## src/hdl/bptc_pkg.sv

```systemverilog
`timescale 1ns / 1ps
// shared types and constants for the barometric pressure / temperature compensation core
// no dependencies; imported by every module of the core

package bptc_pkg;

   // field widths
   localparam int RAW_W   = 24;
   localparam int CAL_W   = 16;
   localparam int TEMP_W  = 19;
   localparam int PRESS_W = 32;

   // datapath widths
   localparam int DT_W      = 25;  // raw temperature minus reference
   localparam int MUL_W     = 42;  // dT times a calibration word
   localparam int SQD_W     = 50;  // dT squared
   localparam int SQ_W      = 38;  // squared temperature deviation
   localparam int ACC_W     = 44;  // offset and sensitivity
   localparam int SENS_LO_W = 20;  // low slice of sensitivity for the split multiply
   localparam int PLO_W     = 46;  // raw pressure times low slice
   localparam int PHI_W     = 49;  // raw pressure times high slice
   localparam int PROD_W    = 64;  // raw pressure times sensitivity

   // scaling shifts
   localparam int TEMP_SHIFT  = 23;
   localparam int OFF_SHIFT   = 6;
   localparam int SENS_SHIFT  = 7;
   localparam int T2_SHIFT    = 31;
   localparam int OFF2_SHIFT  = 4;
   localparam int PRESS_SHIFT = 21;
   localparam int FINAL_SHIFT = 15;

   // temperature break points in 0.01 C
   localparam logic signed [TEMP_W-1:0] TEMP_REF      = 19'sd2000;
   localparam logic signed [TEMP_W-1:0] TEMP_VERY_LOW = -19'sd1500;

   // second-order gains
   localparam logic signed [ACC_W-1:0] OFF2_GAIN     = 44'sd61;
   localparam logic signed [ACC_W-1:0] OFF2_LOW_GAIN = 44'sd15;
   localparam logic signed [ACC_W-1:0] SENS2_GAIN    = 44'sd2;
   localparam logic signed [ACC_W-1:0] SENS2_LOW_GAIN = 44'sd8;

   // operating range limits
   localparam logic signed [PRESS_W-1:0] PRESS_MIN = 32'sd1000;
   localparam logic signed [PRESS_W-1:0] PRESS_MAX = 32'sd120000;
   localparam logic signed [TEMP_W-1:0]  TEMP_MIN  = -19'sd4000;
   localparam logic signed [TEMP_W-1:0]  TEMP_MAX  = 19'sd8500;

   // register map
   localparam int CSR_IDX_W = 3;
   typedef enum logic [CSR_IDX_W-1:0] {
      CSR_SENS_COEFF  = 3'd0,
      CSR_OFF_COEFF   = 3'd1,
      CSR_SENS_TEMPCO = 3'd2,
      CSR_OFF_TEMPCO  = 3'd3,
      CSR_REF_TEMP    = 3'd4,
      CSR_TEMP_SLOPE  = 3'd5
   } csr_index_type;

   // calibration words
   typedef struct packed {
      logic [CAL_W-1:0] sens_coeff;
      logic [CAL_W-1:0] off_coeff;
      logic [CAL_W-1:0] sens_tempco;
      logic [CAL_W-1:0] off_tempco;
      logic [CAL_W-1:0] ref_temp;
      logic [CAL_W-1:0] temp_slope;
   } cal_type;

   // first-order results
   typedef struct packed {
      logic signed [TEMP_W-1:0] temp;
      logic signed [TEMP_W-1:0] t2;
      logic signed [ACC_W-1:0]  off;
      logic signed [ACC_W-1:0]  sens;
      logic [RAW_W-1:0]         d1;
   } first_type;

   // fully compensated terms
   typedef struct packed {
      logic signed [TEMP_W-1:0] temp;
      logic signed [ACC_W-1:0]  off;
      logic signed [ACC_W-1:0]  sens;
      logic [RAW_W-1:0]         d1;
   } comp_type;

endpackage

```

## src/hdl/bptc_first.sv

```systemverilog
`timescale 1ns / 1ps
// first-order terms: dT, TEMP, OFF, SENS and the T2 square, three pipeline stages
// depends on bptc_pkg

module bptc_first import bptc_pkg::*; (
   input  logic             clock,
   input  logic             reset,
   input  cal_type          cal,
   input  logic             in_valid,
   output logic             in_stall,
   input  logic [RAW_W-1:0] in_d1,
   input  logic [RAW_W-1:0] in_d2,
   output logic             out_valid,
   input  logic             out_stall,
   output first_type        out_data
);

   logic s1_valid_ff, s2_valid_ff, s3_valid_ff;
   logic s1_ready, s2_ready, s3_ready;

   logic signed [DT_W-1:0] s1_dt_ff, s1_dt_in;
   logic [RAW_W-1:0]       s1_d1_ff, s2_d1_ff;

   logic signed [MUL_W-1:0] s2_slope_ff, s2_slope_in;
   logic signed [MUL_W-1:0] s2_off_ff, s2_off_in;
   logic signed [MUL_W-1:0] s2_sens_ff, s2_sens_in;
   logic signed [SQD_W-1:0] s2_sq_ff, s2_sq_in;

   first_type s3_data_ff, s3_data_in;

   // stage ready chain
   assign s3_ready = !s3_valid_ff || !out_stall;
   assign s2_ready = !s2_valid_ff || s3_ready;
   assign s1_ready = !s1_valid_ff || s2_ready;
   assign in_stall = !s1_ready;

   // stage 1: dT = D2 - C5*256
   assign s1_dt_in = $signed({1'b0, in_d2}) - $signed({1'b0, cal.ref_temp, 8'd0});

   // stage 2: products of dT
   always_comb begin
      s2_slope_in = MUL_W'(s1_dt_ff) * MUL_W'($signed({1'b0, cal.temp_slope}));
      s2_off_in   = MUL_W'(s1_dt_ff) * MUL_W'($signed({1'b0, cal.off_tempco}));
      s2_sens_in  = MUL_W'(s1_dt_ff) * MUL_W'($signed({1'b0, cal.sens_tempco}));
      s2_sq_in    = SQD_W'(s1_dt_ff) * SQD_W'(s1_dt_ff);
   end

   // stage 3: scale and add the base terms
   always_comb begin
      s3_data_in.temp = TEMP_REF + TEMP_W'(s2_slope_ff >>> TEMP_SHIFT);
      s3_data_in.off  = ACC_W'($signed({1'b0, cal.off_coeff, 17'd0}))
                        + ACC_W'(s2_off_ff >>> OFF_SHIFT);
      s3_data_in.sens = ACC_W'($signed({1'b0, cal.sens_coeff, 16'd0}))
                        + ACC_W'(s2_sens_ff >>> SENS_SHIFT);
      s3_data_in.t2   = TEMP_W'(s2_sq_ff >>> T2_SHIFT);
      s3_data_in.d1   = s2_d1_ff;
   end

   // valid bits
   always_ff @(posedge clock) begin
      if (reset) begin
         s1_valid_ff <= 1'b0;
         s2_valid_ff <= 1'b0;
         s3_valid_ff <= 1'b0;
      end else begin
         if (s1_ready) s1_valid_ff <= in_valid;
         if (s2_ready) s2_valid_ff <= s1_valid_ff;
         if (s3_ready) s3_valid_ff <= s2_valid_ff;
      end
   end

   // payload registers
   always_ff @(posedge clock) begin
      if (s1_ready) begin
         s1_dt_ff <= s1_dt_in;
         s1_d1_ff <= in_d1;
      end
      if (s2_ready) begin
         s2_slope_ff <= s2_slope_in;
         s2_off_ff   <= s2_off_in;
         s2_sens_ff  <= s2_sens_in;
         s2_sq_ff    <= s2_sq_in;
         s2_d1_ff    <= s1_d1_ff;
      end
      if (s3_ready) begin
         s3_data_ff <= s3_data_in;
      end
   end

   assign out_valid = s3_valid_ff;
   assign out_data  = s3_data_ff;

endmodule

```

## config.mk

```make
export PLATFORM = sky130hd
export DESIGN_NAME = bptc_first
export DESIGN_NICKNAME = d
export VERILOG_FILES = /design/src/hdl/bptc_pkg.sv /design/src/hdl/bptc_first.sv
export SDC_FILE = /design/constraint.sdc
export NUM_CORES = 2
export LEC_CHECK = 0
export ABC_AREA = 1
export ABC_CLOCK_PERIOD_IN_PS = 33200
export BUFFER_PORTS_ARGS = -buffer_cell sky130_fd_sc_hd__buf_2
export CAP_MARGIN = 25
export CORE_ASPECT_RATIO = 0.7
export CORE_MARGIN = 4
export CORE_UTILIZATION = 65
export CTS_CLUSTER_SIZE = 25
export DETAILED_ROUTE_END_ITERATION = 10
export PLACE_DENSITY = 0.83
export SKIP_CTS_REPAIR_TIMING = 1
export SYNTH_ARGS = -nofsm -noshare
export SYNTH_HDL_FRONTEND = slang
export SYNTH_SLANG_ARGS = --single-unit
```

## constraint.sdc

```tcl
create_clock -name clock -period 33.2 [get_ports clock]
set_input_delay 9.96 -clock clock [delete_from_list [all_inputs] [get_ports clock]]
set_output_delay 9.96 -clock clock [all_outputs]
set_load 0.01 [all_outputs]
```

### Yosys cells after proc, flatten, opt, wreduce, memory -nomap -nowiden

Index checks and enable logic that the tools add are counted.
W data, S select, Z words.

| word-level totals | value |
|---|---|
| flip-flop bits (word level) | 402 |

| cells by class | value |
|---|---|
| $add $sub $neg | 4 |
| reductions and logical operators | 8 |
| multiply operators | 4 |

Operators by type and width:

| cell | count |
|---|---|
| $mul A25 B17 Y42 | 3 |
| $mul A25 B25 Y50 | 1 |
| $add A34 B36 Y37 | 1 |
| $add A33 B35 Y36 | 1 |
| $sub A24 B24 Y25 | 1 |
| $add A12 B19 Y19 const A | 1 |
| $logic_not A1 Y1 | 5 |
| $logic_or A1 B1 Y1 | 3 |

### Logic depth before layout (Yosys ltp)

| depth | value |
|---|---|
| depth after elaboration | 5 |
| gate-level depth with buffers | 30 |

### Worst setup path before layout

No wires, ideal clock.

| path | value |
|---|---|
| kind | input port to output port |
| start | in out_stall |
| end | out in_stall |
| data required time | 23.240 ns |
| setup slack | 7.205 ns |
| data arrival time | 16.035 ns |
| cell stages on the path | 4 |
| buffers on the path | 0 |
| cell sequence | nand2_1 nor2_1 inv_1 nor2_1 |

| between the ends | value |
|---|---|
| longest elaborated chain between the ends | 5 |

Ends and longest elaborated chain:

| what | line | RTL |
|---|---|---|
| start, declared | bptc_first.sv:14 | `input logic out_stall,` |
| $logic_not A1 Y1 | bptc_first.sv:32 | `assign s3_ready = !s3_valid_ff \|\| !out_stall;` |
| $logic_or A1 B1 Y1 | bptc_first.sv:32 |  |
| $logic_or A1 B1 Y1 | bptc_first.sv:33 | `assign s2_ready = !s2_valid_ff \|\| s3_ready;` |
| via s2_ready | bptc_first.sv:19 | `logic s1_ready, s2_ready, s3_ready;` |
| $logic_or A1 B1 Y1 | bptc_first.sv:34 | `assign s1_ready = !s1_valid_ff \|\| s2_ready;` |
| $logic_not A1 Y1 | bptc_first.sv:35 | `assign in_stall = !s1_ready;` |
| end, declared | bptc_first.sv:10 | `output logic in_stall,` |

The timed path passes the listed nets, and every way through them passes these cells.

### Final worst setup path

| path | value |
|---|---|
| start | in out_stall |
| end | out in_stall |

| between the ends | value |
|---|---|
| longest elaborated chain between the ends | 5 |

Ends and longest elaborated chain:

| what | line |
|---|---|
| $logic_not A1 Y1 | bptc_first.sv:32 |
| $logic_or A1 B1 Y1 | bptc_first.sv:32 |
| via s3_ready | bptc_first.sv:19 |
| $logic_or A1 B1 Y1 | bptc_first.sv:33 |
| via s2_ready | bptc_first.sv:19 |
| $logic_or A1 B1 Y1 | bptc_first.sv:34 |
| $logic_not A1 Y1 | bptc_first.sv:35 |

The timed path passes the listed nets, and every way through them passes these cells.

==> flow_summary_export.csv <==
group,metric,value,unit
layout,syn_to_final_growth,4.76,%
yosys,synth_top_area_share,0.447,
setup_path,crit_arrival,11640,ps
setup_path,critPathCaptureType,"output pin",
cts,cts-root-buf,"clkbuf_16",
cts,clkTransAtPathRegs,60,ps
grt,track_usage,0.333,
cts,cts-buffers-inserted,35,
yosys,syn-instance-count,9473,
place,pre_cts_ws,11600,ps
detailed_routing,drtIter0Drc,5596,
sta,setup_slack,11600,ps
grt,gr-total-overflow,0,
detailed_routing,ant_nets,0,
setup_path,cp_cell_sequence,"buf_2 -> nand2_4 -> nor2_1 -> inv_6 -> nor2_1 -> buf_2",
sta,fin_worst_skew,20.0,ps
floorplanning,die-area,128000,sq um
cts,cts_tree,"built",
detailed_routing,drtPass1Iterations,6,
sta,rsz0062_at_grt,"false",
sta,finalHoldViolCount,0,
setup_path,crit_path_top_delay_cell,"inv_6",
detailed_routing,wl_met3,20100,um
yosys,synth_edf_count,317,
status,status,"finished clean",
grt,grt_max_degree,73,
detailed_routing,via_per_inst,5.39,
setup_path,cp-start-kind,"input pin",
yosys,seq_area_frac_synth,0.120,
grt,grt_pass1_wl,339000,um
place,routabilityCongestion,0.993,
cts,cts_sinks,320,
yosys,yosysUniqueCellTypes,47,
detailed_routing,drt-met1-wl,83000,um
sta,fin_crit_sh,0.650,
place,placed_area,82100,sq um
floorplanning,io_pins,300,
yosys,synth.area.top_cells,"fa_1 (45%), inv_1 (14%), edfxtp_1 (12%)",
sta,final.setup.tns,0,ps
min_path,hold_class,"reg2reg",
cts,clock_path_buffers,3,
yosys,ys_warn_count,0,
setup_path,critPathRequiredTime,23240,ps
detailed_routing,via_count,60200,
yosys,avgSynthCellArea,8.40,sq um
detailed_routing,detail_route.wl_per_cell,18.2,um
setup_path,cp_max_fo,72,
yosys,synth_ff_type,"edfxtp_1",
sta,period_needed,21600,ps
flow_run,max_cap_viol_count,0,
sta,setup_viol,0,
layout,mostFrequentLayoutCells,"inv_1 (2920), nand2_1 (2287), fa_1 (1776)",
min_path,min_path_cells,0,
yosys,synth_top_area_cell,"fa_1",
floorplanning,rows,107,
place,io_buffers,299,
sta,worst_slew_pin_slew,969,ps
sta,max_freq,0.0463,GHz
setup_path,slowest_delay,540,ps
yosys,synth-async-reset-ratio,0,
setup_path,reg2regPathDepth,23,
layout,drive_above_1_share,0.0499,
setup_path,crit_type,"in2out",
layout,mostFrequentLayoutCell,"inv_1",
yosys,netlist_area,79600,sq um
yosys,synth_nets,11900,
floorplanning,die_h,301,um
floorplanning,die_w,426,um
layout,nFillCells,9529,
place,hpwl,165000,um
grt,grt_pass1_vias,66400,
sta,slew_headroom,0.354,
floorplanning,start_util,0.654,
detailed_routing,top_layer_used,"met5",
cts,htreeDepth,2,
detailed_routing,dr_wl_met2,93700,um
detailed_routing,wl,203000,um
grt,grt_antenna_before_repair,17,
sta,drv_slew,0,
layout,fin_nets,11900,
yosys,synth-seq-cells,320,
layout,final_area,83300,sq um
floorplanning,core,122000,sq um
cts,clock_latency,610,ps
detailed_routing,drc,0,
-- area by class of cell --
class / count / area (sq um) / area share
Tap cell: 1635 / 2050 / 0.0245
Clock buffer: 40 / 905 / 0.0109
Multi-Input combinational cell: 5873 / 57600 / 0.691
Sequential cell: 320 / 9580 / 0.115
Inverter: 2924 / 11000 / 0.132
Clock inverter: 22 / 264 / 0.00317
Antenna cell: 13 / 32.5 / 0.000390
Timing Repair Buffer: 353 / 1920 / 0.0231
-- layer usage --
metal / up-vias / track usage
li1: 27000 / -
met1: 29700 / 0.471
met2: 2992 / 0.531
met3: 469 / 0.0646
met4: 2 / 0.0976
met5: - / 0
-- synth_stat cells (2+ instances only) --
cell	count
a21boi_0	11
a21o_1	24
a21oi_1	254
a31o_2	2
a31oi_1	10
and2_1	2
and3_1	3
buf_1	26
buf_4	16
clkbuf_1	314
dfxtp_1	3
edfxtp_1	317
fa_1	1776
ha_1	504
inv_1	2922
nand2_1	2288
nand2_2	25
nand3_1	147
nand3_2	2
nand3b_1	8
nand4_1	57
nor2_1	332
nor2_2	12
nor3_1	40
nor3_4	2
nor4_1	10
o211ai_1	2
o21a_1	11
o21ai_0	131
o21ai_1	13
o21ai_2	2
o21bai_1	31
or2_2	12
xnor2_1	44
xor2_1	108
-- path summary, 6_finish.rpt --
path	from	endpoint	slack, ps
hold / removal	s2_sq_ff[49]	out_data[130]	410
hold reg to reg	s2_sq_ff[49]	out_data[130]	410
setup / recovery	out_stall	in_stall	11600
setup reg to reg	s1_dt_ff[10]	s2_sq_ff[45]	25200
-- registers in the layout, indices dropped and copies added, names as in the netlist --
register	count
s2_sq_ff	19
s1_d1_ff	24
s2_sens_ff	35
s1_dt_ff	25
out_valid	1
s2_off_ff	36
s2_slope_ff	19
s2_valid_ff	1
s1_valid_ff	1
out_data	135
s2_d1_ff	24
-- cell families (layout without fill, tap and decap cells) --
kind of cell	after synthesis	after routing	synth area share
flip-flops	320	320	0.120
buffers and inverters	3280	3339	0.156
AO/OA/AOI/OAI	496	496	0.0342
other	0	13	0
AND/OR/NAND/NOR	2945	2945	0.147
adder cells (fa/ha/maj)	2280	2280	0.526
XOR/XNOR	152	152	0.0167
-- worst max-delay path, delay by kind of cell --
| kind | cells | cell delay, ps |
|---|---|---|
| buffers and inverters | 3 | 850 |
| AND/OR/NAND/NOR | 3 | 790 |
-- per-stage QoR --
stage                      util  hold WS [ps]  cells
after floorplan               -           400   9473
after global placement    0.675           400  11100
after detailed placement  0.676           405  11100
after CTS                 0.685           410  11200
after global routing      0.686           418  11200
final                     0.686           414  11200
Power is not shown: default switching activity piles up to over one toggle a cycle in this logic, so the estimate is an artifact.
