File: config.mk
export PLATFORM = sky130hd
export DESIGN_NAME = bptc_press
export DESIGN_NICKNAME = d
export VERILOG_FILES = /design/src/hdl/bptc_pkg.sv /design/src/hdl/bptc_press.sv
export SDC_FILE = /design/constraint.sdc
export NUM_CORES = 2
export LEC_CHECK = 0
export BUFFER_PORTS_ARGS = -buffer_cell sky130_fd_sc_hd__buf_4
export CAP_MARGIN = 15
export CELL_PAD_IN_SITES_DETAIL_PLACEMENT = 0
export CELL_PAD_IN_SITES_GLOBAL_PLACEMENT = 2
export CORE_UTILIZATION = 25
export DETAILED_ROUTE_END_ITERATION = 6
export HOLD_SLACK_MARGIN = 0.12
export PLACE_DENSITY_LB_ADDON = 0.1
export SLEW_MARGIN = 20
export SYNTH_ARGS = -nofsm -noshare
export SYNTH_HDL_FRONTEND = slang
export SYNTH_SLANG_ARGS = --single-unit
File: constraint.sdc
create_clock -name clock -period 13 [get_ports clock]
set_input_delay 1.95 -clock clock [delete_from_list [all_inputs] [get_ports clock]]
set_output_delay 1.95 -clock clock [all_outputs]
set_load 0.01 [all_outputs]
File: src/hdl/bptc_pkg.sv
`timescale 1ns / 1ps
// shared types and constants for the barometric pressure / temperature compensation core
// no dependencies; imported by every module of the core

package bptc_pkg;

   // field widths
   localparam int RAW_W   = 24;
   localparam int CAL_W   = 16;
   localparam int TEMP_W  = 19;
   localparam int PRESS_W = 32;

   // datapath widths
   localparam int DT_W      = 25;  // raw temperature minus reference
   localparam int MUL_W     = 42;  // dT times a calibration word
   localparam int SQD_W     = 50;  // dT squared
   localparam int SQ_W      = 38;  // squared temperature deviation
   localparam int ACC_W     = 44;  // offset and sensitivity
   localparam int SENS_LO_W = 20;  // low slice of sensitivity for the split multiply
   localparam int PLO_W     = 46;  // raw pressure times low slice
   localparam int PHI_W     = 49;  // raw pressure times high slice
   localparam int PROD_W    = 64;  // raw pressure times sensitivity

   // scaling shifts
   localparam int TEMP_SHIFT  = 23;
   localparam int OFF_SHIFT   = 6;
   localparam int SENS_SHIFT  = 7;
   localparam int T2_SHIFT    = 31;
   localparam int OFF2_SHIFT  = 4;
   localparam int PRESS_SHIFT = 21;
   localparam int FINAL_SHIFT = 15;

   // temperature break points in 0.01 C
   localparam logic signed [TEMP_W-1:0] TEMP_REF      = 19'sd2000;
   localparam logic signed [TEMP_W-1:0] TEMP_VERY_LOW = -19'sd1500;

   // second-order gains
   localparam logic signed [ACC_W-1:0] OFF2_GAIN     = 44'sd61;
   localparam logic signed [ACC_W-1:0] OFF2_LOW_GAIN = 44'sd15;
   localparam logic signed [ACC_W-1:0] SENS2_GAIN    = 44'sd2;
   localparam logic signed [ACC_W-1:0] SENS2_LOW_GAIN = 44'sd8;

   // operating range limits
   localparam logic signed [PRESS_W-1:0] PRESS_MIN = 32'sd1000;
   localparam logic signed [PRESS_W-1:0] PRESS_MAX = 32'sd120000;
   localparam logic signed [TEMP_W-1:0]  TEMP_MIN  = -19'sd4000;
   localparam logic signed [TEMP_W-1:0]  TEMP_MAX  = 19'sd8500;

   // register map
   localparam int CSR_IDX_W = 3;
   typedef enum logic [CSR_IDX_W-1:0] {
      CSR_SENS_COEFF  = 3'd0,
      CSR_OFF_COEFF   = 3'd1,
      CSR_SENS_TEMPCO = 3'd2,
      CSR_OFF_TEMPCO  = 3'd3,
      CSR_REF_TEMP    = 3'd4,
      CSR_TEMP_SLOPE  = 3'd5
   } csr_index_type;

   // calibration words
   typedef struct packed {
      logic [CAL_W-1:0] sens_coeff;
      logic [CAL_W-1:0] off_coeff;
      logic [CAL_W-1:0] sens_tempco;
      logic [CAL_W-1:0] off_tempco;
      logic [CAL_W-1:0] ref_temp;
      logic [CAL_W-1:0] temp_slope;
   } cal_type;

   // first-order results
   typedef struct packed {
      logic signed [TEMP_W-1:0] temp;
      logic signed [TEMP_W-1:0] t2;
      logic signed [ACC_W-1:0]  off;
      logic signed [ACC_W-1:0]  sens;
      logic [RAW_W-1:0]         d1;
   } first_type;

   // fully compensated terms
   typedef struct packed {
      logic signed [TEMP_W-1:0] temp;
      logic signed [ACC_W-1:0]  off;
      logic signed [ACC_W-1:0]  sens;
      logic [RAW_W-1:0]         d1;
   } comp_type;

endpackage

File: src/hdl/bptc_press.sv
`timescale 1ns / 1ps
// pressure from raw reading, split multiply, final scaling and range check; four stages
// depends on bptc_pkg

module bptc_press import bptc_pkg::*; (
   input  logic                      clock,
   input  logic                      reset,
   input  logic                      in_valid,
   output logic                      in_stall,
   input  comp_type                  in_data,
   output logic                      out_valid,
   input  logic                      out_stall,
   output logic signed [TEMP_W-1:0]  out_temp,
   output logic signed [PRESS_W-1:0] out_press,
   output logic                      out_ok
);

   logic s7_valid_ff, s8_valid_ff, s9_valid_ff, s10_valid_ff;
   logic s7_ready, s8_ready, s9_ready, s10_ready;

   logic signed [PLO_W-1:0]   s7_lo_ff, s7_lo_in;
   logic signed [PHI_W-1:0]   s7_hi_ff, s7_hi_in;
   logic signed [ACC_W-1:0]   s7_off_ff, s8_off_ff;
   logic signed [TEMP_W-1:0]  s7_temp_ff, s8_temp_ff, s9_temp_ff, s10_temp_ff;
   logic signed [PROD_W-1:0]  s8_prod_ff, s8_prod_in;
   logic signed [PROD_W-1:0]  s9_diff;
   logic signed [PRESS_W-1:0] s9_press_ff, s9_press_in, s10_press_ff;
   logic                      s10_ok_ff, s10_ok_in;

   // stage ready chain
   assign s10_ready = !s10_valid_ff || !out_stall;
   assign s9_ready  = !s9_valid_ff || s10_ready;
   assign s8_ready  = !s8_valid_ff || s9_ready;
   assign s7_ready  = !s7_valid_ff || s8_ready;
   assign in_stall  = !s7_ready;

   // stage 7: D1 times the low and high slices of SENS
   always_comb begin
      s7_lo_in = PLO_W'($signed({1'b0, in_data.d1}))
                 * PLO_W'($signed({1'b0, in_data.sens[SENS_LO_W-1:0]}));
      s7_hi_in = PHI_W'($signed({1'b0, in_data.d1}))
                 * PHI_W'($signed(in_data.sens[ACC_W-1:SENS_LO_W]));
   end

   // stage 8: merge the partial products
   assign s8_prod_in = (PROD_W'(s7_hi_ff) <<< SENS_LO_W) + PROD_W'(s7_lo_ff);

   // stage 9: remove offset and scale
   always_comb begin
      s9_diff     = (s8_prod_ff >>> PRESS_SHIFT) - PROD_W'(s8_off_ff);
      s9_press_in = PRESS_W'(s9_diff >>> FINAL_SHIFT);
   end

   // stage 10: operating range check
   assign s10_ok_in = (s9_press_ff >= PRESS_MIN) && (s9_press_ff <= PRESS_MAX)
                      && (s9_temp_ff >= TEMP_MIN) && (s9_temp_ff <= TEMP_MAX);

   // valid bits
   always_ff @(posedge clock) begin
      if (reset) begin
         s7_valid_ff  <= 1'b0;
         s8_valid_ff  <= 1'b0;
         s9_valid_ff  <= 1'b0;
         s10_valid_ff <= 1'b0;
      end else begin
         if (s7_ready)  s7_valid_ff  <= in_valid;
         if (s8_ready)  s8_valid_ff  <= s7_valid_ff;
         if (s9_ready)  s9_valid_ff  <= s8_valid_ff;
         if (s10_ready) s10_valid_ff <= s9_valid_ff;
      end
   end

   // payload registers
   always_ff @(posedge clock) begin
      if (s7_ready) begin
         s7_lo_ff   <= s7_lo_in;
         s7_hi_ff   <= s7_hi_in;
         s7_off_ff  <= in_data.off;
         s7_temp_ff <= in_data.temp;
      end
      if (s8_ready) begin
         s8_prod_ff <= s8_prod_in;
         s8_off_ff  <= s7_off_ff;
         s8_temp_ff <= s7_temp_ff;
      end
      if (s9_ready) begin
         s9_press_ff <= s9_press_in;
         s9_temp_ff  <= s8_temp_ff;
      end
      if (s10_ready) begin
         s10_press_ff <= s9_press_ff;
         s10_temp_ff  <= s9_temp_ff;
         s10_ok_ff    <= s10_ok_in;
      end
   end

   assign out_valid = s10_valid_ff;
   assign out_temp  = s10_temp_ff;
   assign out_press = s10_press_ff;
   assign out_ok    = s10_ok_ff;

endmodule

# After elaboration in Yosys (flattened, before gate mapping)
# Index checks and enable logic that the tools add are counted.
[word_totals] ff_bits=385 elab_cells=37 in_bits=135
[op_classes] n_mul=2 n_reduce_logical=13 n_addsub=2 order_cmp=4
[op_table] operator="$add A64 B45 Y64" count=1
[op_table] operator="$sub A43 B44 Y45" count=1
[op_table] operator="$mul A24 B20 Y44" count=1
[op_table] operator="$mul A25 B24 Y44" count=1
[op_table] operator="$ge A32 B11 Y1 const B" count=1
[op_table] operator="$le A32 B18 Y1 const B" count=1
[op_table] operator="$ge A19 B13 Y1 const B" count=1
[op_table] operator="$le A19 B15 Y1 const B" count=1
[op_table] operator="$logic_not A1 Y1" count=6
[op_table] operator="$logic_or A1 B1 Y1" count=4
[op_table] operator="$logic_and A1 B1 Y1" count=3

# Logic depth before layout (Yosys ltp)
[depth] word_depth=6 mapped_depth=27

# Worst setup path before layout
# No wires, ideal clock.
[synth_timing] path_type="input to register" startpoint="in in_data[20] (netlist name)" endpoint="reg s7_hi_ff[40] (data pin)" required_ns=12.740 path_buffers=3 path_slack_ns=4.425 setup_time_ns=0.260 path_stages=26 arrival_time_ns=8.315 path_cell_list="clkbuf_1 > clkbuf_1 > nand2_1 > fa_1 > inv_1 > fa_1 > inv_1 > fa_1 > inv_1 > fa_1 > fa_1 > fa_1 > inv_1 > fa_1 > inv_1 > ha_1 > clkbuf_1 > a21oi_1 > o21a_1 > o21ai_0 > a221o_1 > a221o_1 > a41oi_2 > o31ai_1 > a31o_1 > xor2_1"
[synth_via] elab_chain_cells=1
[synth_rtl] item="start, declared" line="bptc_press.sv:10" source="input comp_type in_data,"
[synth_rtl] item="$mul A25 B24 Y44" line="bptc_press.sv:42" source="* PHI_W'($signed(in_data.sens[ACC_W-1:SENS_LO_W]));"
[synth_rtl] item="net s7_hi_in[40]" line="bptc_press.sv:22" source="logic signed [PHI_W-1:0] s7_hi_ff, s7_hi_in;"
[synth_rtl] item="end signal, assigned" line="bptc_press.sv:77" source="s7_hi_ff <= s7_hi_in;"
[synth_rtl] item="end, declared" line="bptc_press.sv:22"
# The timed path passes the listed nets, and every way through them passes these cells.
# A chain may end at the register's enable or synchronous reset.

# Worst setup path in the final report
[layout_timing] startpoint="in in_data[12] (netlist name)" endpoint="reg s7_hi_ff[40] (data pin)"
# Same word-level chain as after synthesis.

==> key figures <==
Global routing
  • Grt ovf: 0
  • Initial antenna violation count: 12
  • Largest net degree at the start of global routing: 58
  • Vias in the first global route: 34,816
  • Overall global routing resource usage: 0.158
  • First-pass GRT wire length: between 200,000 and 250,000 µm

Floorplanning
  • Core area: about 190,000 µm²
  • Initial core utilization: 0.251
  • Die Area: between 150,000 and 200,000 µm²
  • IO Pins: around 190
  • Die height: ~440 µm
  • Row count: 160
  • Die X: 439 µm

Synthesis
  • Syn Area/Cell: 10.1 µm²
  • Post-synth EDFFs: about 340
  • Synth Register Bits: 340
  • Sequential share of the synthesized area: 0.213
  • Yosys top cell area share: 0.365
  • Most frequent cell after synthesis: inv_1
  • Net Count, Synth: between 6,000 and 7,000
  • Yosys Warn Count: 0
  • Synth area leader: fa_1
  • Post-synth top cells: 991 x inv_1, 870 x fa_1, 621 x nand2_1
  • Post-Synthesis Cells: 4,714
  • Post-synth ARST share: 0
  • Netlist Area Pre-Place: roughly 48,000 µm²
  • Ys flop type: edfxtp_1
  • Synth top area cells: fa_1 36%, edfxtp_1 21%, ha_1 10%
  • Unique masters post-synth: 89

Route
  • Via count: between 30,000 and 40,000
  • Initial drt markers: roughly 1,400
  • Drt wl/cell: ~21 µm
  • TritonRoute pass-1 iters: 7
  • Remaining routing DRC violations: 2
  • Routed Antenna Nets: 0
  • Vias per cell: roughly 4.3
  • Total routed wirelength: roughly 150,000 µm

Clocking
  • CTS max path bufs: 3
  • Number of buffers created by CTS: 37
  • Setup repair bufs after CTS: 0
  • Worst-Skew Late Latency: between 500 and 600 ps
  • CTS tree: built
  • Reg clk slew, reported paths: 60 ps
  • H-tree levels: 2
  • Cts repair resizes: 0
  • Clock root cell: clkbuf_16
  • Sink Count: 340
  • CTS Hold Bufs: 0

Worst setup path
  • Crit path DAT: 9160 ps
  • CP Launch Type: input port
  • Crit. End Element: flip-flop
  • Reg-to-reg critical path startpoint: s7_lo_ff[21]$_DFFE_PN_
  • Critical path type: input port to flip-flop
  • Worst setup path startpoint: in_data[12]
  • Worst Path Required: about 13,000 ps
  • Worst-path maximum fanout: 23

Final layout
  • Reg area: a little over 10,000 µm²
  • P&R area growth vs syn: 10.7%
  • Layout net count: 6,129
  • Multi-input gate area: ~33,000 µm²
  • Share of cells above drive strength 1: 0.0632
  • Fillers: 20,173

STA
  • Tmin final: ~8900 ps
  • FMAX: 0.113 GHz
  • Slew HR: 0.390
  • Setup tns final: 0 ps
  • Crit share post-route: 0.683
  • Least-Margin Pin Slew: 912 ps
  • Final clock skew: between 40 and 50 ps
  • RSZ-0062 raised after global routing: no
  • Finish-stage setup viols: 0
  • Fin. Hold Viols: 0
  • Fin. max-slew vios: 0

Worst hold path
  • Hold Crit Class: flip-flop to flip-flop
  • Worst hold start: s7_temp_ff[15]$_DFFE_PN_

Job
  • Max cap viols: 0

Place
  • DP HPWL: 115,000 µm
  • Port Buf Inserts: approximately 190
  • GPL Wtd Cong: between 0.7 and 0.8

Status
  • Outcome: finished, violations left
  • Failing checks: DRC
worst max-delay path, stage by stage:
cell and delay [ps]:
buf_4 370, buf_4 450, nand2_1 140, fa_1 570
inv_1 60, fa_1 480, fa_1 580, fa_1 440
fa_1 480, fa_1 560, inv_1 80, fa_1 490
inv_1 50, ha_1 400, a21oi_1 200, o21a_1 170
o21ai_0 90, a221o_1 360, a221o_1 370, a41oi_2 310
o31ai_1 150, a31o_1 240, xor2_1 140
cells in the final DEF, fill, tap and decap left out, types with 12 or more instances in the layout:
| master | Yosys | layout |
|---|---|---|
| a211oi_1 | 19 | 19 |
| a21o_1 | 58 | 58 |
| a21oi_1 | 101 | 100 |
| a31oi_1 | 12 | 12 |
| and2_1 | 498 | 498 |
| buf_4 | 2 | 205 |
| clkbuf_16 | 0 | 37 |
| edfxtp_1 | 336 | 336 |
| fa_1 | 870 | 870 |
| ha_1 | 387 | 387 |
| inv_1 | 991 | 990 |
| nand2_1 | 621 | 619 |
| nand2b_1 | 24 | 24 |
| nand3_1 | 36 | 35 |
| nand4_1 | 18 | 18 |
| nor2_1 | 86 | 86 |
| nor2b_1 | 21 | 21 |
| nor3_1 | 27 | 27 |
| nor4_1 | 17 | 17 |
| o21a_1 | 26 | 26 |
| o21ai_0 | 46 | 46 |
| o21bai_1 | 18 | 18 |
| xnor2_1 | 81 | 81 |
| xor2_1 | 42 | 42 |
kinds of logic (layout without fill, tap and decap cells):
family                   after synthesis  in the layout  synth area share
AND/OR/NAND/NOR                     1404           1404             0.147
adder cells (fa/ha/maj)             1257           1257             0.466
buffers and inverters               1212           1262            0.0955
AO/OA/AOI/OAI                        377            377            0.0560
flip-flops                           340            340             0.213
XOR/XNOR                             123            123            0.0226
multiplexers                           1              1          0.000210
other                                  0              3                 0
cell type report:
cell class                      count  area share
Timing Repair Buffer              205      0.0291
Sequential cell                   340       0.192
Clock buffer                       41      0.0178
Clock inverter                     25     0.00582
Inverter                          991      0.0704
Tap cell                         2511      0.0594
Multi-Input combinational cell   3162       0.625
Antenna cell                        3    0.000142
metal layers:
layer / track usage / part of all wire / vias to the layer above
li1: - / - / 14525
met1: 0.232 / 0.50 / 16456
met2: 0.261 / 0.47 / 416
met3: 0.00787 / 0.023 / 83
met4: 0.0225 / 0.013 / 2
met5: 0 / 0.000086 / -
flip-flops by register name, summed over array words and instances (netlist names), 19 cells and up:
signal       cells
s9_temp_ff      19
s8_temp_ff      19
s8_off_ff       44
out_temp        19
out_press       30
s7_temp_ff      19
s7_off_ff       44
s7_lo_ff        24
s9_press_ff     30
s7_hi_ff        44
s8_prod_ff      43
final timing paths:
kind	to	slack (ps)	depth (start not counted)
setup / recovery	s7_hi_ff[40]$_DFFE_PN_	4130	23
hold / removal	s8_temp_ff[15]$_DFFE_PP_	400	0
setup reg to reg	s8_prod_ff[44]$_DFFE_PP_	9290	11
hold reg to reg	s8_temp_ff[15]$_DFFE_PP_	400	0
through the flow:
step	utilization	cell area, µm²	hold WS, ps	instances	setup WS (ps)
5_1_grt	0.278	52900	397	7275	3780
6_report	0.278	52900	401	7278	4130
4_1_cts	0.278	52900	401	7275	4090
3_3_place_gp	0.272	51600	400	7209	3500
2_1_floorplan	-	47700	400	4714	4420
3_5_place_dp	0.272	51600	405	7209	3490
Power is not shown: default switching activity piles up to over one toggle a cycle in this logic, so the estimate is an artifact.
