[src/hdl/bptc_pkg.sv]
`timescale 1ns / 1ps
// shared types and constants for the barometric pressure / temperature compensation core
// no dependencies; imported by every module of the core

package bptc_pkg;

   // field widths
   localparam int RAW_W   = 24;
   localparam int CAL_W   = 16;
   localparam int TEMP_W  = 19;
   localparam int PRESS_W = 32;

   // datapath widths
   localparam int DT_W      = 25;  // raw temperature minus reference
   localparam int MUL_W     = 42;  // dT times a calibration word
   localparam int SQD_W     = 50;  // dT squared
   localparam int SQ_W      = 38;  // squared temperature deviation
   localparam int ACC_W     = 44;  // offset and sensitivity
   localparam int SENS_LO_W = 20;  // low slice of sensitivity for the split multiply
   localparam int PLO_W     = 46;  // raw pressure times low slice
   localparam int PHI_W     = 49;  // raw pressure times high slice
   localparam int PROD_W    = 64;  // raw pressure times sensitivity

   // scaling shifts
   localparam int TEMP_SHIFT  = 23;
   localparam int OFF_SHIFT   = 6;
   localparam int SENS_SHIFT  = 7;
   localparam int T2_SHIFT    = 31;
   localparam int OFF2_SHIFT  = 4;
   localparam int PRESS_SHIFT = 21;
   localparam int FINAL_SHIFT = 15;

   // temperature break points in 0.01 C
   localparam logic signed [TEMP_W-1:0] TEMP_REF      = 19'sd2000;
   localparam logic signed [TEMP_W-1:0] TEMP_VERY_LOW = -19'sd1500;

   // second-order gains
   localparam logic signed [ACC_W-1:0] OFF2_GAIN     = 44'sd61;
   localparam logic signed [ACC_W-1:0] OFF2_LOW_GAIN = 44'sd15;
   localparam logic signed [ACC_W-1:0] SENS2_GAIN    = 44'sd2;
   localparam logic signed [ACC_W-1:0] SENS2_LOW_GAIN = 44'sd8;

   // operating range limits
   localparam logic signed [PRESS_W-1:0] PRESS_MIN = 32'sd1000;
   localparam logic signed [PRESS_W-1:0] PRESS_MAX = 32'sd120000;
   localparam logic signed [TEMP_W-1:0]  TEMP_MIN  = -19'sd4000;
   localparam logic signed [TEMP_W-1:0]  TEMP_MAX  = 19'sd8500;

   // register map
   localparam int CSR_IDX_W = 3;
   typedef enum logic [CSR_IDX_W-1:0] {
      CSR_SENS_COEFF  = 3'd0,
      CSR_OFF_COEFF   = 3'd1,
      CSR_SENS_TEMPCO = 3'd2,
      CSR_OFF_TEMPCO  = 3'd3,
      CSR_REF_TEMP    = 3'd4,
      CSR_TEMP_SLOPE  = 3'd5
   } csr_index_type;

   // calibration words
   typedef struct packed {
      logic [CAL_W-1:0] sens_coeff;
      logic [CAL_W-1:0] off_coeff;
      logic [CAL_W-1:0] sens_tempco;
      logic [CAL_W-1:0] off_tempco;
      logic [CAL_W-1:0] ref_temp;
      logic [CAL_W-1:0] temp_slope;
   } cal_type;

   // first-order results
   typedef struct packed {
      logic signed [TEMP_W-1:0] temp;
      logic signed [TEMP_W-1:0] t2;
      logic signed [ACC_W-1:0]  off;
      logic signed [ACC_W-1:0]  sens;
      logic [RAW_W-1:0]         d1;
   } first_type;

   // fully compensated terms
   typedef struct packed {
      logic signed [TEMP_W-1:0] temp;
      logic signed [ACC_W-1:0]  off;
      logic signed [ACC_W-1:0]  sens;
      logic [RAW_W-1:0]         d1;
   } comp_type;

endpackage

[src/hdl/bptc_second.sv]
`timescale 1ns / 1ps
// second-order corrections below 20 C and -15 C, three pipeline stages
// depends on bptc_pkg

module bptc_second import bptc_pkg::*; (
   input  logic      clock,
   input  logic      reset,
   input  logic      in_valid,
   output logic      in_stall,
   input  first_type in_data,
   output logic      out_valid,
   input  logic      out_stall,
   output comp_type  out_data
);

   logic s4_valid_ff, s5_valid_ff, s6_valid_ff;
   logic s4_ready, s5_ready, s6_ready;

   logic signed [TEMP_W-1:0] s4_dtemp, s4_vl;
   logic signed [SQ_W-1:0]   s4_sq_ff, s4_sq_in, s4_sql_ff, s4_sql_in;
   logic                     s4_cold_ff, s4_cold_in, s4_frost_ff, s4_frost_in;
   first_type                s4_data_ff;

   logic signed [ACC_W-1:0]  s5_off2_ff, s5_off2_in, s5_sens2_ff, s5_sens2_in;
   logic signed [ACC_W-1:0]  s5_off_ff, s5_sens_ff;
   logic signed [TEMP_W-1:0] s5_temp_ff, s5_temp_in;
   logic [RAW_W-1:0]         s5_d1_ff;

   comp_type s6_data_ff, s6_data_in;

   // stage ready chain
   assign s6_ready = !s6_valid_ff || !out_stall;
   assign s5_ready = !s5_valid_ff || s6_ready;
   assign s4_ready = !s4_valid_ff || s5_ready;
   assign in_stall = !s4_ready;

   // stage 4: squared deviations from 20 C and -15 C
   always_comb begin
      s4_dtemp    = in_data.temp - TEMP_REF;
      s4_vl       = in_data.temp - TEMP_VERY_LOW;
      s4_sq_in    = SQ_W'(s4_dtemp) * SQ_W'(s4_dtemp);
      s4_sql_in   = SQ_W'(s4_vl) * SQ_W'(s4_vl);
      s4_cold_in  = in_data.temp < TEMP_REF;
      s4_frost_in = in_data.temp < TEMP_VERY_LOW;
   end

   // stage 5: correction terms, zero above 20 C
   always_comb begin
      s5_off2_in  = ((ACC_W'(s4_sq_ff) * OFF2_GAIN) >>> OFF2_SHIFT)
                    + (s4_frost_ff ? ACC_W'(s4_sql_ff) * OFF2_LOW_GAIN : '0);
      s5_sens2_in = ACC_W'(s4_sq_ff) * SENS2_GAIN
                    + (s4_frost_ff ? ACC_W'(s4_sql_ff) * SENS2_LOW_GAIN : '0);
      s5_temp_in  = s4_data_ff.temp;
      if (!s4_cold_ff) begin
         s5_off2_in  = '0;
         s5_sens2_in = '0;
      end else begin
         s5_temp_in = s4_data_ff.temp - s4_data_ff.t2;
      end
   end

   // stage 6: apply corrections
   always_comb begin
      s6_data_in.temp = s5_temp_ff;
      s6_data_in.off  = s5_off_ff - s5_off2_ff;
      s6_data_in.sens = s5_sens_ff - s5_sens2_ff;
      s6_data_in.d1   = s5_d1_ff;
   end

   // valid bits
   always_ff @(posedge clock) begin
      if (reset) begin
         s4_valid_ff <= 1'b0;
         s5_valid_ff <= 1'b0;
         s6_valid_ff <= 1'b0;
      end else begin
         if (s4_ready) s4_valid_ff <= in_valid;
         if (s5_ready) s5_valid_ff <= s4_valid_ff;
         if (s6_ready) s6_valid_ff <= s5_valid_ff;
      end
   end

   // payload registers
   always_ff @(posedge clock) begin
      if (s4_ready) begin
         s4_sq_ff    <= s4_sq_in;
         s4_sql_ff   <= s4_sql_in;
         s4_cold_ff  <= s4_cold_in;
         s4_frost_ff <= s4_frost_in;
         s4_data_ff  <= in_data;
      end
      if (s5_ready) begin
         s5_off2_ff  <= s5_off2_in;
         s5_sens2_ff <= s5_sens2_in;
         s5_temp_ff  <= s5_temp_in;
         s5_off_ff   <= s4_data_ff.off;
         s5_sens_ff  <= s4_data_ff.sens;
         s5_d1_ff    <= s4_data_ff.d1;
      end
      if (s6_ready) begin
         s6_data_ff <= s6_data_in;
      end
   end

   assign out_valid = s6_valid_ff;
   assign out_data  = s6_data_ff;

endmodule

[config.mk]
export PLATFORM = sky130hd
export DESIGN_NAME = bptc_second
export DESIGN_NICKNAME = d
export VERILOG_FILES = /design/src/hdl/bptc_pkg.sv /design/src/hdl/bptc_second.sv
export SDC_FILE = /design/constraint.sdc
export NUM_CORES = 2
export LEC_CHECK = 0
export BUFFER_PORTS_ARGS = -buffer_cell sky130_fd_sc_hd__buf_2
export CORE_MARGIN = 2
export CORE_UTILIZATION = 55
export DETAILED_ROUTE_END_ITERATION = 8
export GPL_TIMING_DRIVEN = 0
export PLACE_DENSITY = 0.79
export SLEW_MARGIN = 20
export SYNTH_ARGS = -nofsm -noshare
export SYNTH_HDL_FRONTEND = slang
export SYNTH_SLANG_ARGS = --single-unit
[constraint.sdc]
create_clock -name clock -period 8.68 [get_ports clock]
set_clock_uncertainty 0.15 [all_clocks]
set_input_delay 0.868 -clock clock [delete_from_list [all_inputs] [get_ports clock]]
set_output_delay 0.868 -clock clock [all_outputs]
set_load 0.01 [all_outputs]
Yosys cells after proc, flatten, opt, wreduce, memory -nomap -nowiden
Cells that the tools add are included.
{"block": "word_totals", "output_inout_bits": 133, "input_bits": 154, "mem_count": 0, "ram_bits": 0, "latchBits": 0, "regBits": 581, "rom_bits": 0}
{"block": "op_classes", "n_addsub": 7, "reduce_logical": 8, "shift": 0, "eq_ne": 0, "n_div": 0, "mux": 3, "order_cmp": 2, "multipliers": 4, "bitwise": 0}
{"cell": "$mux 44", "count": 2}
{"cell": "$sub 44x44->44", "count": 2}
{"cell": "$mul 19x19->38", "count": 2}
{"cell": "$add 40x44->44", "count": 1}
{"cell": "$add 44x44->44", "count": 1}
{"cell": "$mul 44x4->44 const B", "count": 1}
{"cell": "$mul 44x6->44 const B", "count": 1}
{"cell": "$lt 19x12->1 const B", "count": 2}
{"cell": "$sub 19x12->19 const B", "count": 2}
{"cell": "$mux 19", "count": 1}
{"cell": "$sub 19x19->19", "count": 1}
{"cell": "$logic_not 1->1", "count": 5}
{"cell": "$logic_or 1x1->1", "count": 3}

Logic depth before layout (Yosys ltp)
{"block": "logic_depth", "word_depth": 5, "mapped_depth": 35}

Least setup slack after synthesis
OpenSTA, ideal clock, no wires.
{"block": "synth_timing", "path_type": "input -> register", "start": "in in_data[135] in the netlist's numbering", "end": "reg s4_sq_ff[36], data pin", "setup_time_ns": 0.265, "slack_ns": -0.824, "arrival_ns": 9.089, "required_ns": 8.265, "path_buffers": 3, "cell_stages": 31, "path_cell_list": "buf_1 > inv_1 > clkbuf_1 > ha_1 > nor3b_1 > a2111o_1 > nor2_1 > nand2_1 > xnor2_1 > clkinv_1 > clkbuf_1 > nor2_1 > fa_1 > inv_1 > fa_1 > fa_1 > inv_1 > fa_1 > fa_1 > fa_1 > ha_1 > ha_1 > and3_1 > and2_1 > nand4_1 > o221ai_1 > o41ai_1 > o21ai_0 > nor2_1 > o21ai_0 > xor2_1"}
{"block": "synth_between", "elab_chain_len": 2}
{"element": "start, declared", "line_no": "bptc_second.sv:10", "source": "input first_type in_data,"}
{"element": "$sub 19x12->19", "line_no": "bptc_second.sv:39", "source": "s4_dtemp = in_data.temp - TEMP_REF;"}
{"element": "$mul 19x19->38", "line_no": "bptc_second.sv:41", "source": "s4_sq_in = SQ_W'(s4_dtemp) * SQ_W'(s4_dtemp);"}
{"element": "via s4_sq_in[36]", "line_no": "bptc_second.sv:20", "source": "logic signed [SQ_W-1:0] s4_sq_ff, s4_sq_in, s4_sql_ff, s4_sql_in;"}
{"element": "end signal, assigned", "line_no": "bptc_second.sv:86", "source": "s4_sq_ff <= s4_sq_in;"}
{"element": "end, declared", "line_no": "bptc_second.sv:20"}
The timed path passes the listed nets, and every way through them passes these cells.
A chain may end at the register's enable or synchronous reset.

Final worst setup path
{"block": "layout_timing", "start": "in in_data[133] in the netlist's numbering", "end": "reg s4_sql_ff[37], data pin"}
{"block": "layout_between", "elab_chain_len": 2}
{"element": "$sub 19x12->19", "line_no": "bptc_second.sv:40", "source": "s4_vl = in_data.temp - TEMP_VERY_LOW;"}
{"element": "$mul 19x19->38", "line_no": "bptc_second.sv:42", "source": "s4_sql_in = SQ_W'(s4_vl) * SQ_W'(s4_vl);"}
{"element": "via s4_sql_in[37]", "line_no": "bptc_second.sv:20"}
{"element": "end signal, assigned", "line_no": "bptc_second.sv:87", "source": "s4_sql_ff <= s4_sql_in;"}
{"element": "end, declared", "line_no": "bptc_second.sv:20"}
The timed path passes the listed nets, and every way through them passes these cells.

==> out/metrics.csv <==
stage;metric;value;unit
layout;fillcell total;8666;
cts;clk sinks;574;
floorplanning;starting density of the core;55.3;%
synthesis;Synth cell types;103;
critical_path;Critical Path Fanout Max;10;
synthesis;sequential share of the synthesized area;28.2;%
cts;clock tree buffer depth;3;
global_route;first-pass GRT wire length;237000;um
flow_run;MaxCap Viol Count;0;
synthesis;Cells after Synth;5803;
critical_path;most used cell, CP;fa_1;
cts;cts hold-fix bufs;0;
cts;clk_lat worst skew;710;ps
sta;Fin. Hold Viols;0;
worst_hold_path;Hold Crit Class;in2reg;
floorplanning;area of the die;114000;um2
synthesis;Synth Area in XOR/XNOR;4.98;%
route;Routed WL;153000;um
floorplanning;core area;110000;um2
critical_path;Req. time, crit path;8960;ps
route;DR vias/cell;5.58;
cts;CTS Root Cell;clkbuf_16;
placed_design;routability congestion estimate;0.981;
layout;area added between synthesis and finish;11.6;%
sta;RSZ-0062 raised after global routing;true;
sta;Final Worst Setup Slack;91.8;ps
synthesis;Mapped Nets;7364;
synthesis;synthesized cell area;61100;um2
synthesis;EDFF count, synth;571;
global_route;vias in the first global route;44400;
route;TritonRoute pass-1 iters;6;
route;DRC viols;0;
global_route;GRT Overall Usage;27.0;%
worst_hold_path;Worst Hold Depth;1;
synthesis;Post-Synth Adder-Cell Area;39.2;%
route;WL/cell;19.8;um
route;Via Count;43200;
synthesis;main combinational cell family by area after synthesis;adder cells;
critical_path;RR Startpoint;s4_sq_ff[2];
cts;CTS clk-pin slew, worst paths;70;ps
placed_design;pre-CTS setup slack;-2700;ps
floorplanning;Die Span Y;337;um
critical_path;worst reg-to-reg path cell count;25;
floorplanning;chip width;337;um
sta;Final Max Slew Viols;0;
critical_path;crit end category;register;
synthesis;post-synthesis mux area share;0.250;%
synthesis;post-synthesis compound-gate area fraction;9.87;%
sta;slew margin rel.;30.9;%
sta;Tmin final;8590;ps
sta;Max Fclk;0.116;GHz
route;initial DRC count;3288;
critical_path;Crit path largest cell delay;710;ps
cts;total CTS buffers;60;
synthesis;Seq cells post-synth;574;
synthesis;ys async rst share;0;%
synthesis;Syn. warnings;0;
synthesis;Most used DFF post-synth;edfxtp_1;
worst_hold_path;WHS Endpoint;s4_data_ff[128];
critical_path;FF-to-FF setup slack;590;ps
cts;H-Tree Level Count;2;
synthesis;simple logic cell fraction of the synthesized area;9.30;%
critical_path;CP Class;in2reg;
critical_path;crit path DAT;8860;ps
layout;final core utilization;61.8;%
worst_hold_path;Hold Startpoint;in_data[128];
sta;Worst-Margin Slew;1030;ps
layout;layout cells sized above 1;11.1;%
global_route;grt ovf;0;
route;Routed Antenna Nets;0;
layout;final net count;7762;
floorplanning;site row count;122;
sta;final setup vio count;0;
cts;CTS tree;done;
critical_path;slowest stage cell, crit path;xnor2_1;
placed_design;DP HPWL;124000;um
global_route;largest net degree at the start of global routing;88;
critical_path;CP startpoint kind;input port;
synthesis;Post-Syn Area per Cell;10.5;um2
global_route;initial antenna violation count;7;
sta;Tcrit/Tclk final;98.9;%
placed_design;Port Buffer Count;286;
floorplanning;IO Pins;287;
critical_path;FF-to-FF End;s5_off2_ff[43];
status;status;completed;
-- repair_timing --
action	4_1_cts	5_1_grt
setup buffers	29	22
cloned	0	0
endpoints found under the setup margin	39	21
pin swaps	24	40
gates resized for setup	120	97
-- how the worst max path moves through the flow --
stage	from	to	cells after the start
global route	in_data[133]	s4_sql_ff[37]	29
CTS	in_data[135]	s4_sq_ff[37]	36
floorplan	in_data[135]	s4_sql_ff[35]	35
detailed placement	in_data[135]	s4_sq_ff[36]	32
finish	in_data[133]	s4_sql_ff[37]	29
global placement	in_data[135]	s4_sq_ff[37]	32
-- layout make-up --
| type | count | area, um2 | share of cell area, % |
|---|---|---|---|
| Clock buffer | 64 | 1520 | 2.22 |
| Inverter | 1233 | 4680 | 6.87 |
| Multi-Input combinational cell | 3892 | 39700 | 58.2 |
| Clock inverter | 50 | 631 | 0.925 |
| Tap cell | 1488 | 1860 | 2.73 |
| Buffer | 95 | 513 | 0.752 |
| Timing Repair Buffer | 345 | 2110 | 3.10 |
| Sequential cell | 574 | 17200 | 25.2 |
| Antenna cell | 3 | 7.51 | 0.0110 |
-- cell usage after synthesis (20+ instances only) --
library cell  instances  area, um2
clkbuf_1             85        319
nor3_1               69        345
ha_1                563       7040
xnor2_1             228       2000
nor2b_1              41        257
fa_1                844      16900
nand3_1              63        315
a21oi_1             273       1370
a31oi_1              20        125
o31ai_1              22        165
o21a_1               33        248
inv_1              1221       4580
nor2_1              405       1520
edfxtp_1            571      17100
nand2b_1             55        344
xor2_1              119       1040
o21ai_0             142        711
nand4_1              34        213
nand2_1             371       1390
and3_1               26        163
a21o_1              147       1100
a211oi_1             30        225
and2_1               74        463
o21bai_1             44        330
-- layout by cell type, fill, tap and decap left out, drive strengths merged, types with 12 or more instances in the layout --
master   count
nand2      371
o21bai      45
or2         16
nand4       34
and2        74
xnor2      228
inv       1228
nand3       63
buf        367
o31ai       25
a21o       147
or3         18
o21ai      157
a31oi       21
nor4        13
clkbuf     137
nor2       406
fa         844
ha         563
nor3b       15
and3        27
o211ai      13
nor3        70
clkinv      33
edfxtp     571
nor2b       41
a2111oi     15
xor2       119
nand2b      55
a211oi      30
o21a        33
a21oi      280
a31o        12
-- cell families (layout without fill, tap and decap cells) --
logic type | count (synthesis) | in the layout
flip-flops | 574 | 574
adder cells (fa/ha/maj) | 1407 | 1407
multiplexers | 14 | 14
XOR/XNOR | 347 | 347
other | 1 | 4
AO/OA/AOI/OAI | 893 | 893
AND/OR/NAND/NOR | 1230 | 1230
buffers and inverters | 1337 | 1787
-- through the flow --
stage / hold slack, ps / std cells / area [um2] / setup TNS, ps
4_1_cts: 153 / 7723 / 67700 / 0
2_1_floorplan: 250 / 5803 / 61200 / 0
6_report: 176 / 7744 / 68200 / 0
3_5_place_dp: 255 / 7585 / 64800 / -62240
3_3_place_gp: 251 / 7577 / 64500 / -199010
5_1_grt: 162 / 7744 / 68200 / -306
-- registers in the layout (all words and copies together) (netlist names) --
signal / cells
out_data: 131
out_valid: 1
s4_cold_ff: 1
s4_data_ff: 149
s4_frost_ff: 1
s4_sq_ff: 37
s4_sql_ff: 35
s4_valid_ff: 1
s5_d1_ff: 24
s5_off2_ff: 44
s5_off_ff: 44
s5_sens2_ff: 42
s5_sens_ff: 44
s5_temp_ff: 19
s5_valid_ff: 1
-- routing by layer --
| metal | share of wire (%) | global-route usage [%] | wire length (um) | up-vias |
|---|---|---|---|---|
| li1 | - | - | - | 19700 |
| met1 | 40 | 35.1 | 61000 | 21300 |
| met2 | 47 | 45.0 | 72400 | 1772 |
| met3 | 8.3 | 4.38 | 12800 | 380 |
| met4 | 4.6 | 11.2 | 7040 | 6 |
| met5 | 0.027 | 0 | 41 | - |
-- worst max-delay path, delay by kind of cell --
| family | cells | cell delay [ps] |
|---|---|---|
| fa+ha+maj | 8 | 3710 |
| compound gates | 9 | 1590 |
| buf+inv | 7 | 1110 |
| xor+xnor | 2 | 880 |
| simple gates | 3 | 690 |
Power is not shown: default switching activity piles up to over one toggle a cycle in this logic, so the estimate is an artifact.
